### src/rtl/ccs_pkg.sv
// Charging contact sequencer: shared types and constants.
// No dependencies; imported by the interfaces and all modules.
package ccs_pkg;

  localparam int unsigned CfgRegs   = 4;
  localparam int unsigned CfgIdxW   = 2;
  localparam int unsigned CfgDataW  = 16;

  // register indexes
  localparam logic [CfgIdxW-1:0] REG_THRESHOLD     = 2'd0;
  localparam logic [CfgIdxW-1:0] REG_EXTEND_WAIT   = 2'd1;
  localparam logic [CfgIdxW-1:0] REG_REPLY_TIMEOUT = 2'd2;
  localparam logic [CfgIdxW-1:0] REG_RETRACT_WAIT  = 2'd3;

  localparam logic [15:0] THRESHOLD_RST     = 16'd60000;
  localparam logic [15:0] EXTEND_WAIT_RST   = 16'd2000;
  localparam logic [15:0] REPLY_TIMEOUT_RST = 16'd5000;
  localparam logic [15:0] RETRACT_WAIT_RST  = 16'd2000;

  // error codes
  localparam logic [1:0] ERR_NONE         = 2'd0;
  localparam logic [1:0] ERR_BAD_BEFORE   = 2'd1;
  localparam logic [1:0] ERR_BAD_AFTER    = 2'd2;
  localparam logic [1:0] ERR_REPLY        = 2'd3;

  typedef struct packed {
    logic        switch_pressed;
    logic [15:0] contact_level;
    logic        reply_valid;
    logic        reply_ok;
  } ccs_in_t;

  typedef struct packed {
    logic       led_on;
    logic       actuator_out;
    logic       contact_closed;
    logic       send_extended;
    logic       send_done;
    logic [1:0] error_code;
  } ccs_out_t;

  typedef struct packed {
    logic [15:0] contact_threshold;
    logic [15:0] extend_wait_ms;
    logic [15:0] reply_timeout_ms;
    logic [15:0] retract_wait_ms;
  } ccs_cfg_t;

endpackage

### src/rtl/ccs_if.sv
// Valid/ready channel interfaces for the sequencer's tick input and result output.
// Depends on ccs_pkg for the payload structs.
interface ccs_in_if;
  import ccs_pkg::*;
  logic    valid;
  logic    ready;
  ccs_in_t data;
  modport source (output valid, output data, input ready);
  modport sink   (input valid, input data, output ready);
endinterface

interface ccs_out_if;
  import ccs_pkg::*;
  logic     valid;
  logic     ready;
  ccs_out_t data;
  modport source (output valid, output data, input ready);
  modport sink   (input valid, input data, output ready);
endinterface

### src/rtl/ccs_cfg_regs.sv
// Configuration register bank for the sequencer (threshold and wait times).
// Depends on ccs_pkg.
module ccs_cfg_regs (
  input  logic                              clk,
  input  logic                              rst,
  input  logic                              wr_en,
  input  logic [ccs_pkg::CfgIdxW-1:0]       index,
  input  logic [ccs_pkg::CfgDataW-1:0]      wdata,
  output ccs_pkg::ccs_cfg_t                 cfg
);
  import ccs_pkg::*;

  always_ff @(posedge clk) begin
    if (rst) begin
      cfg.contact_threshold <= THRESHOLD_RST;
      cfg.extend_wait_ms    <= EXTEND_WAIT_RST;
      cfg.reply_timeout_ms  <= REPLY_TIMEOUT_RST;
      cfg.retract_wait_ms   <= RETRACT_WAIT_RST;
    end else if (wr_en) begin
      unique case (index)
        REG_THRESHOLD:     cfg.contact_threshold <= wdata;
        REG_EXTEND_WAIT:   cfg.extend_wait_ms    <= wdata;
        REG_REPLY_TIMEOUT: cfg.reply_timeout_ms  <= wdata;
        REG_RETRACT_WAIT:  cfg.retract_wait_ms   <= wdata;
        default: ;
      endcase
    end
  end

endmodule

### src/rtl/ccs_step.sv
// Sequencer state machine: phase, tick counter and relay/led state, advanced
// once per accepted tick. Depends on ccs_pkg.
module ccs_step (
  input  logic               clk,
  input  logic               rst,
  input  logic               advance,
  input  ccs_pkg::ccs_in_t   item,
  input  ccs_pkg::ccs_cfg_t  cfg,
  output ccs_pkg::ccs_out_t  res_next
);
  import ccs_pkg::*;

  typedef enum logic [2:0] {
    PH_IDLE    = 3'd0,
    PH_EXTEND  = 3'd1,
    PH_REPLY   = 3'd2,
    PH_CHARGE  = 3'd3,
    PH_RETRACT = 3'd4
  } phase_t;

  phase_t      phase, phase_next;
  logic [15:0] tick_count, tick_count_next;
  logic        actuator_reg, actuator_reg_next;
  logic        contact_reg, contact_reg_next;
  logic        led_reg, led_reg_next;
  logic [15:0] tick_inc;
  logic        level_good;
  logic        send_ext, send_dn;
  logic [1:0]  err;

  assign tick_inc   = tick_count + 16'd1;
  assign level_good = item.contact_level > cfg.contact_threshold;

  always_comb begin
    phase_next        = phase;
    tick_count_next   = tick_count;
    actuator_reg_next = actuator_reg;
    contact_reg_next  = contact_reg;
    led_reg_next      = led_reg;
    send_ext          = 1'b0;
    send_dn           = 1'b0;
    err               = ERR_NONE;
    unique case (phase)
      PH_EXTEND: begin
        tick_count_next = tick_inc;
        if (tick_inc >= cfg.extend_wait_ms) begin
          if (level_good) begin
            send_ext        = 1'b1;
            tick_count_next = '0;
            phase_next      = PH_REPLY;
          end else begin
            err          = ERR_BAD_AFTER;
            led_reg_next = 1'b0;
            phase_next   = PH_IDLE;
          end
        end
      end
      PH_REPLY: begin
        if (item.reply_valid) begin
          if (item.reply_ok) begin
            contact_reg_next = 1'b1;
            phase_next       = PH_CHARGE;
          end else begin
            err          = ERR_REPLY;
            led_reg_next = 1'b0;
            phase_next   = PH_IDLE;
          end
        end else begin
          tick_count_next = tick_inc;
          if (tick_inc >= cfg.reply_timeout_ms) begin
            err          = ERR_REPLY;
            led_reg_next = 1'b0;
            phase_next   = PH_IDLE;
          end
        end
      end
      PH_CHARGE: begin
        if (item.switch_pressed) begin
          send_dn           = 1'b1;
          actuator_reg_next = 1'b0;
          tick_count_next   = '0;
          phase_next        = PH_RETRACT;
        end
      end
      PH_RETRACT: begin
        tick_count_next = tick_inc;
        if (tick_inc >= cfg.retract_wait_ms) begin
          contact_reg_next = 1'b0;
          led_reg_next     = 1'b0;
          phase_next       = PH_IDLE;
        end
      end
      default: begin
        // idle, and any stray code
        phase_next = PH_IDLE;
        if (item.switch_pressed) begin
          if (level_good) begin
            led_reg_next      = 1'b1;
            actuator_reg_next = 1'b1;
            tick_count_next   = '0;
            phase_next        = PH_EXTEND;
          end else begin
            led_reg_next = 1'b0;
            err          = ERR_BAD_BEFORE;
          end
        end
      end
    endcase

    res_next.led_on         = led_reg_next;
    res_next.actuator_out   = actuator_reg_next;
    res_next.contact_closed = contact_reg_next;
    res_next.send_extended  = send_ext;
    res_next.send_done      = send_dn;
    res_next.error_code     = err;
  end

  always_ff @(posedge clk) begin
    if (rst) begin
      phase        <= PH_IDLE;
      tick_count   <= '0;
      actuator_reg <= 1'b0;
      contact_reg  <= 1'b0;
      led_reg      <= 1'b0;
    end else if (advance) begin
      phase        <= phase_next;
      tick_count   <= tick_count_next;
      actuator_reg <= actuator_reg_next;
      contact_reg  <= contact_reg_next;
      led_reg      <= led_reg_next;
    end
  end

endmodule

### src/rtl/charging_contact_sequencer_unit.sv
// Top level of the charging contact sequencer: handshake, result register,
// config bank and state machine. Depends on ccs_pkg, ccs_if, ccs_cfg_regs, ccs_step.
//
//   channel  | dir | handshake      | payload
//   ---------+-----+----------------+------------------------------------------
//   item     | in  | valid / ready  | switch_pressed, contact_level, reply_*
//   result   | out | valid / ready  | led_on, actuator_out, contact_closed,
//            |     |                | send_extended, send_done, error_code
//   cfg      | in  | cfg_wr_en      | cfg_index, cfg_wdata (no read-back)
//
// One tick per clock unless the result stalls: each accepted item updates the
// state and loads the result register in the same cycle.
// item.ready is high while the result register is empty or being drained,
// so a stalled result holds off only the next item.
// Synchronous reset returns to idle with relays and led off, registers at defaults.
module charging_contact_sequencer_unit (
  input  logic                          clk,
  input  logic                          rst,
  ccs_in_if.sink                        item,
  ccs_out_if.source                     result,
  input  logic                          cfg_wr_en,
  input  logic [ccs_pkg::CfgIdxW-1:0]   cfg_index,
  input  logic [ccs_pkg::CfgDataW-1:0]  cfg_wdata
);
  import ccs_pkg::*;

  ccs_cfg_t cfg;
  ccs_out_t res_next;
  ccs_out_t res_data;
  logic     res_valid;
  logic     accept;

  assign item.ready  = !res_valid || result.ready;
  assign accept      = item.valid && item.ready;
  assign result.valid = res_valid;
  assign result.data  = res_data;

  ccs_cfg_regs u_cfg (
    .clk   (clk),
    .rst   (rst),
    .wr_en (cfg_wr_en),
    .index (cfg_index),
    .wdata (cfg_wdata),
    .cfg   (cfg)
  );

  ccs_step u_step (
    .clk      (clk),
    .rst      (rst),
    .advance  (accept),
    .item     (item.data),
    .cfg      (cfg),
    .res_next (res_next)
  );

  always_ff @(posedge clk) begin
    if (rst) begin
      res_valid <= 1'b0;
    end else if (accept) begin
      res_valid <= 1'b1;
    end else if (result.ready) begin
      res_valid <= 1'b0;
    end
  end

  always_ff @(posedge clk) begin
    if (accept) begin
      res_data <= res_next;
    end
  end

endmodule

### src/flat_wrapper.sv
// flat-port wrapper written by rule: the top's interface ports become plain ports
module charging_contact_sequencer_unit_flat import ccs_pkg::*;
  (clk, rst, cfg_wr_en, cfg_index, cfg_wdata, item_valid, item_data, item_ready, result_valid, result_data, result_ready);
  ccs_in_if item_i ();
  ccs_out_if result_i ();
  input  logic clk;
  input  logic rst;
  input  logic cfg_wr_en;
  input  logic [ccs_pkg::CfgIdxW-1:0] cfg_index;
  input  logic [ccs_pkg::CfgDataW-1:0] cfg_wdata;
  input wire logic [$bits(item_i.valid)-1:0] item_valid;
  input wire logic [$bits(item_i.data)-1:0] item_data;
  output wire logic [$bits(item_i.ready)-1:0] item_ready;
  output wire logic [$bits(result_i.valid)-1:0] result_valid;
  output wire logic [$bits(result_i.data)-1:0] result_data;
  input wire logic [$bits(result_i.ready)-1:0] result_ready;
  assign item_i.valid = item_valid;
  assign item_i.data = item_data;
  assign item_ready = item_i.ready;
  assign result_valid = result_i.valid;
  assign result_data = result_i.data;
  assign result_i.ready = result_ready;
  charging_contact_sequencer_unit u_core (.clk(clk), .rst(rst), .item(item_i), .result(result_i), .cfg_wr_en(cfg_wr_en), .cfg_index(cfg_index), .cfg_wdata(cfg_wdata));
endmodule
### config.mk
export PLATFORM = sky130hd
export DESIGN_NAME = charging_contact_sequencer_unit_flat
export DESIGN_NICKNAME = d
export VERILOG_FILES = /design/src/rtl/ccs_pkg.sv /design/src/rtl/ccs_if.sv /design/src/rtl/ccs_cfg_regs.sv /design/src/rtl/ccs_step.sv /design/src/rtl/charging_contact_sequencer_unit.sv /design/src/flat_wrapper.sv
export SDC_FILE = /design/constraint.sdc
export NUM_CORES = 1
export LEC_CHECK = 0
export BUFFER_PORTS_ARGS = -buffer_cell sky130_fd_sc_hd__clkbuf_2
export CAP_MARGIN = 10
export CORE_MARGIN = 2
export CORE_UTILIZATION = 47
export CTS_CLUSTER_DIAMETER = 50
export CTS_CLUSTER_SIZE = 10
export DETAILED_ROUTE_END_ITERATION = 10
export GPL_TIMING_DRIVEN = 0
export PLACE_DENSITY = 0.68
export SETUP_SLACK_MARGIN = 0.3
export SKIP_LAST_GASP = 1
export SLEW_MARGIN = 25
export SYNTH_ARGS = -nofsm -noshare
export SYNTH_HDL_FRONTEND = slang
export SYNTH_SLANG_ARGS = --single-unit
export TNS_END_PERCENT = 100
### constraint.sdc
create_clock -name clk -period 4.8 [get_ports clk]
set_clock_uncertainty 0.15 [all_clocks]
set_input_delay 0.72 -clock clk [delete_from_list [all_inputs] [get_ports clk]]
set_output_delay 0.72 -clock clk [all_outputs]
set_load 0.1 [all_outputs]
; After elaboration in Yosys (flattened, before gate mapping)
; Cells that the tools add are included.
[classes]
add_sub_neg = 1
n_reduce_logical = 16
magnitude_cmp = 4
eq_ne = 12
n_mux = 45
[op_table]
columns = cell, n
row1 = 2-to-1 mux 16 bit, 6
row2 = case mux 16 bit (4 select lines), 1
row3 = greater-or-equal comparator 16 bit, 3
row4 = 2-to-1 mux 1 bit, 21
row5 = adder 16 x 1 -> 16 bit (second input constant), 1
row6 = greater-than comparator 16 bit, 1
row7 = 2-to-1 mux 3 bit, 5
row8 = 2-to-1 mux 2 bit, 7
row9 = case mux 3 bit (4 select lines), 1
row10 = AND reduction 2 bit, 5
row11 = AND reduction 5 bit, 2
row12 = != test 2 bit (second input constant), 4
row13 = == test 3 x 2 -> 1 bit (second input constant), 2
row14 = case mux 2 bit (3 select lines), 1
row15 = nonzero test 5 bit, 1
row16 = == test 2 bit (second input constant), 2
row17 = case mux 1 bit (2 select lines), 2
row18 = case mux 1 bit (4 select lines), 1
row19 = nonzero test 4 bit, 1
row20 = == test 3 x 1 -> 1 bit (second input constant), 1
row21 = == test 3 bit (second input constant), 1
row22 = != test 3 bit (second input constant), 1
row23 = OR reduction 3 bit, 1
row24 = == test 2 x 1 -> 1 bit (second input constant), 1
row25 = 6 further kinds, 6
[totals]
ff_bits = 94
word_cells = 94
inputBits = 42

; Longest topological paths before layout
[depth]
word_depth = 5
mapped_depth = 15

; Modules after synthesis
; Synthesis repeated with hierarchy kept, for this count alone.
[unflattened]
hier_cells = 689
area_unflattened_um2 = 6024.5
[modules_own_cells]
columns = mod, cells_per_inst, area_per_inst_um2, instances
row1 = ccs_step, 433, 3188.1, 1
row2 = ccs_cfg_regs, 244, 2571.2, 1
row3 = charging_contact_sequencer_unit, 12, 265.3, 1

; Least setup slack after synthesis
; No wires, ideal clock.
[synth_path]
path_type = register -> register
start = register u_core.u_step.tick_count[0]
end = register u_core.u_step.tick_count[2]
t_required_ps = 4571
arrival_ps = 3182
path_slack_ps = 1389
path_stages_with_launch = 16
setup_time_ps = 79
path_cell_list = dfxtp_1 ha_1 and3_1 and4_1 and3_1 nand3_1 xnor2_1 ha_1 a21oi_1 nand2_1 a221oi_1 o211ai_2 o2111ai_4 buf_4 nand3_1 o211ai_1
[synth_between]
elab_chain_cells = 4
[synth_lines]
columns = element, line_no
row1 = "start, declared", ccs_step.sv:22  ; logic [15:0] tick_count, tick_count_next;
row2 = "start signal, assigned", ccs_step.sv:127  ; tick_count <= tick_count_next;
row3 = adder 16 x 1 -> 16 bit *, ccs_step.sv:31  ; assign tick_inc = tick_count + 16'd1;
row4 = greater-or-equal comparator 16 bit / 2-to-1 mux 16 bit (equally long branches), "ccs_step.sv:46, ccs_step.sv:47"
row5 = 2-to-1 mux 16 bit, ccs_step.sv:46  ; if (tick_inc >= cfg.extend_wait_ms) begin
row6 = case mux 16 bit (4 select lines) *, ccs_step.sv:43  ; unique case (phase)
; Mark *: on every way between the ends. The rest lies on a longest branch, timed or not. The select of a mux whose other input is x is not followed.
; A chain may end at the register's enable or synchronous reset.

; Worst setup path after layout
[layout_path]
start = register u_core.u_step.tick_count[0]
end = register u_core.u_step.contact_reg
[layout_between]
elab_chain_cells = 4
[layout_lines]
columns = element, line_no
row1 = adder 16 x 1 -> 16 bit, ccs_step.sv:31
row2 = greater-or-equal comparator 16 bit, ccs_step.sv:87  ; if (tick_inc >= cfg.retract_wait_ms) begin
row3 = 2-to-1 mux 1 bit, ccs_step.sv:87
row4 = case mux 1 bit (2 select lines), ccs_step.sv:43
row5 = "end signal, assigned", ccs_step.sv:129  ; contact_reg <= contact_reg_next;
row6 = "end, declared", ccs_step.sv:24  ; logic contact_reg, contact_reg_next;
; Every way passes these cells.

==> results.sh <==
export IMPL_worstHoldPathCells=2
export IMPL_cell_internal_pwr_uw=1312
export IMPL_place_port_buffers=48
export IMPL_grt_use_total_pct=23.48
export IMPL_largest_net_degree_at_the_start_of_global_routing=16
export IMPL_average_footprint_of_a_synthesized_cell_um2=8.103
export IMPL_final_setup_tns_ns=0
export IMPL_die_width_um=111.8
export IMPL_yosys_area_top_type_share_pct=31.89
export IMPL_first_pass_grt_wire_length_um=23150
export IMPL_wl_um=14180
export IMPL_worstSkewPairLatency_ns=0.35
export IMPL_area_delta_synth_final_pct=13.45
export IMPL_drv_cap=0
export IMPL_wire_per_inst_um=16.10
export IMPL_ys_top_cells_by_area="dfxtp_1, ha_1, nand2_1, a21oi_1, inv_1"
export IMPL_holdCritStartpoint="u_core.u_cfg.cfg[2]"
export IMPL_total_switching_power_uw=509.7
export IMPL_post_synth_instance_area_um2=5461
export IMPL_min_period_over_period_pct=85.96
export IMPL_cts_tree="yes"
export IMPL_primary_flip_flop_cell_chosen_by_synthesis_mapping="dfxtp_1"
export IMPL_start_kind="flop"
export IMPL_num_rows=39
export IMPL_cp_max_fo=8
export IMPL_worst_ep_arrival_time_ns=4.25
export IMPL_max_ffs_per_register=64
export IMPL_maxSlewHeadroom_pct=46.69
export IMPL_count_of_warnings_emitted_by_yosys=0
export IMPL_clock_tree_htree_level_count=3
export IMPL_cell_count_after_placement=865
export IMPL_cts_root_buf="clkbuf_16"
export IMPL_synth_yosys_seq_area_share_pct=35.74
export IMPL_drc=0
export IMPL_timing_final_max_slew_violations=0
export IMPL_synthCells=674
export IMPL_routed_via_count=4910
export IMPL_worst_slew_pin_slew_ns=0.7996
export IMPL_final_min_clock_period_ns=4.126
export IMPL_ctsLongestPathBuffers=2
export IMPL_cts_hold_repair_buffers=0
export IMPL_r2r_end="u_core.u_step.contact_reg"
export IMPL_power_density_nw_per_um2=294.1
export IMPL_largest_register="u_core.u_cfg.cfg"
export IMPL_worstSetupEndpointType="flop"
export IMPL_antennaDiodeCount=0
export IMPL_pwr_share_comb_pct=13.9
export IMPL_max_freq_mhz=242.4
export IMPL_drt_first_iter_violations=297
export IMPL_worst_reg2reg_startpoint="u_core.u_step.tick_count[0]"
export IMPL_vertical_extent_of_the_die_um=111.8
export IMPL_final_setup_viol_count=0
export IMPL_critical_path_cell_chain="ha_1 -> and3_1 -> and4_1 -> and3_1 -> nand3_1 -> xnor2_1 -> ha_1 -> o21ai_0 -> o2111ai_1 -> a2111oi_2 -> nand2_1 -> o21ai_2 -> nor2_1 -> a211oi_1"
export IMPL_fin_cells=881
export IMPL_die_area_um2=12500
export IMPL_antenna_found_initial=0
export IMPL_core_area_um2=11370
export IMPL_layout_drive_gt1_share_pct=12.20
export IMPL_yosys_cell_types_count=61
export IMPL_timing_critical_path_slowest_cell_delay_ns=0.51
export IMPL_worst_r2r_cell_count=14
export IMPL_global_route_overflow_total=0
export IMPL_timing_hold_violations_final=0
export IMPL_yosys_register_bits=94
export IMPL_critPathSlowestCell="dfxtp_1"
export IMPL_seq_power_share_pct=45.7
export IMPL_p_leak_uw=0.002735
export IMPL_rsz_0062_raised_after_global_routing="false"
export IMPL_synth_async_reset_ratio_pct=0
export IMPL_cts_inserted_buffers=9
export IMPL_timing_reg2reg_setup_slack_ns=0.67
export IMPL_number_of_global_route_vias_before_repair=4648
export IMPL_worst_hold_path_endpoint="u_core.u_cfg.cfg[2]"
export IMPL_num_io_pins=51
export IMPL_place_hpwl_um=10900
export IMPL_status="finished, final reports clean"
export IMPL_gp_congestion=0.9111
export IMPL_power_switching_fraction_pct=27.98
export IMPL_finalCoreUtilization_pct=54.50
export IMPL_final_cell_mix="nand2_1, dfxtp_1, inv_1"
export IMPL_clk_transition_reported_paths_ns=0.07
export IMPL_first_pass_iters=5
export IMPL_initial_core_util_pct=48.04
export IMPL_post_cts_setup_buffer_count=0
export IMPL_mostFrequentLayoutCell="nand2_1"
export IMPL_synth_enable_flop_cells=7
export IMPL_viasPerCell=5.573
export IMPL_ant_nets=0
export IMPL_path_class_of_the_lowest_slack_min_delay_path="flop to flop"
export IMPL_synth_largest_area_cell="dfxtp_1"
export IMPL_ir_worst_vdd_v=0.0002132
export IMPL_postSynthNetCount=781
export IMPL_cts_sinks=94
export IMPL_cp_data_required_time_ns=4.92
export IMPL_worst_setup_path_type="flop to flop"
export IMPL_clock_power_share_pct=40.4
export IMPL_numnets_final=840
worst max-delay path by stage:
| stage | startpoint | end | slack (ns) |
|---|---|---|---|
| 2_1_floorplan | u_core.u_step.tick_count[0] | u_core.u_step.tick_count[2] | 1.39 |
| 3_3_place_gp | u_core.u_step.tick_count[0] | u_core.u_step.contact_reg | 0.72 |
| 3_5_place_dp | u_core.u_step.tick_count[0] | u_core.u_step.phase[1] | 0.59 |
| 4_1_cts | u_core.u_step.tick_count[0] | u_core.u_step.contact_reg | 0.57 |
| 5_1_grt | u_core.u_step.tick_count[0] | u_core.u_step.led_reg | 0.32 |
| 6_report | u_core.u_step.tick_count[0] | u_core.u_step.contact_reg | 0.67 |
worst max-delay path: cells and delay by family, from the launching register on:
family	cells	cell delay, ns
AOI/OAI and AO/OA	5	1.40
xor gates and xnor gates	1	0.35
adders and majority gates	2	0.60
DFF	1	0.51
and+or+nand+nor	6	1.05
stage by stage:
stage          cell area [um^2]  hold slack (ns)  total power (uW)  worst slack (ns)
4_1_cts                    6185           0.3061              1831            0.5733
6_report                   6196           0.3068              1822            0.6741
3_5_place_dp               5881           0.2970              1100            0.5877
5_1_grt                    6196           0.3197              1894            0.3226
3_3_place_gp               5881           0.2948              1091            0.7177
2_1_floorplan              5461           0.2863              1020             1.389
area by class of cell:
cell class | instances | area (um^2)
clock inverter | 3 | 22.52
multi-input combinational | 484 | 3147
clock buffer | 13 | 281.5
fill | 1115 | 5174
inverter | 71 | 266.5
tap | 143 | 178.9
timing repair buffer | 48 | 240.2
buffer | 25 | 107.6
sequential | 94 | 1952
cell usage after synthesis (all sizes together), types with 2 or more instances:
master and instances:
a2111oi 2, a211o 2, a211oi 7, a21o 2, a21oi 63, a221oi 2, a22o 2, a31oi 3
a32oi 5, a41oi 2, and2 5, and3 7, and4 2, buf 4, clkbuf 21, clkinv 2
dfxtp 87, edfxtp 7, ha 65, inv 69, nand2 143, nand2b 5, nand3 25, nand3b 2
nand4 4, nor2 24, nor2b 10, nor3 3, nor3b 2, nor4 2, o2111ai 10, o211ai 29
o21a 5, o21ai 19, o31a 2, o31ai 2, or2 9, xnor2 4, xor2 4
metal layers:
metal	vias to the layer above	global-route usage (%)	share of wire [%]
met1	2308	31.17	46
li1	2478	-	-
met2	104	38.30	47
met5	-	0	0
met3	20	3.811	4.8
met4	0	9.383	2.1
logic make-up after synthesis:
group | after synthesis | synth area share [%]
DFF | 94 | 35.74
xor gates and xnor gates | 8 | 1.283
and+or+nand+nor | 247 | 20.55
buffers and inverters | 96 | 6.850
adders and majority gates | 65 | 14.89
AOI/OAI and AO/OA | 164 | 20.69
power groups by stage:
stage               sequential (uW)  combinational [uW]  clock [uW]
detailed placement              850                 250           0
CTS                             832                 253         746
global placement                849                 242           0
finish                          832                 253         737
floorplan                       883                 138           0
global route                    835                 281         778
what timing repair did:
item                                    CTS  global route
endpoints found under the hold margin     0             0
endpoints found under the setup margin    0             8
gates resized for setup                   0             1
Note: power is estimated with default switching activity, not from simulation.
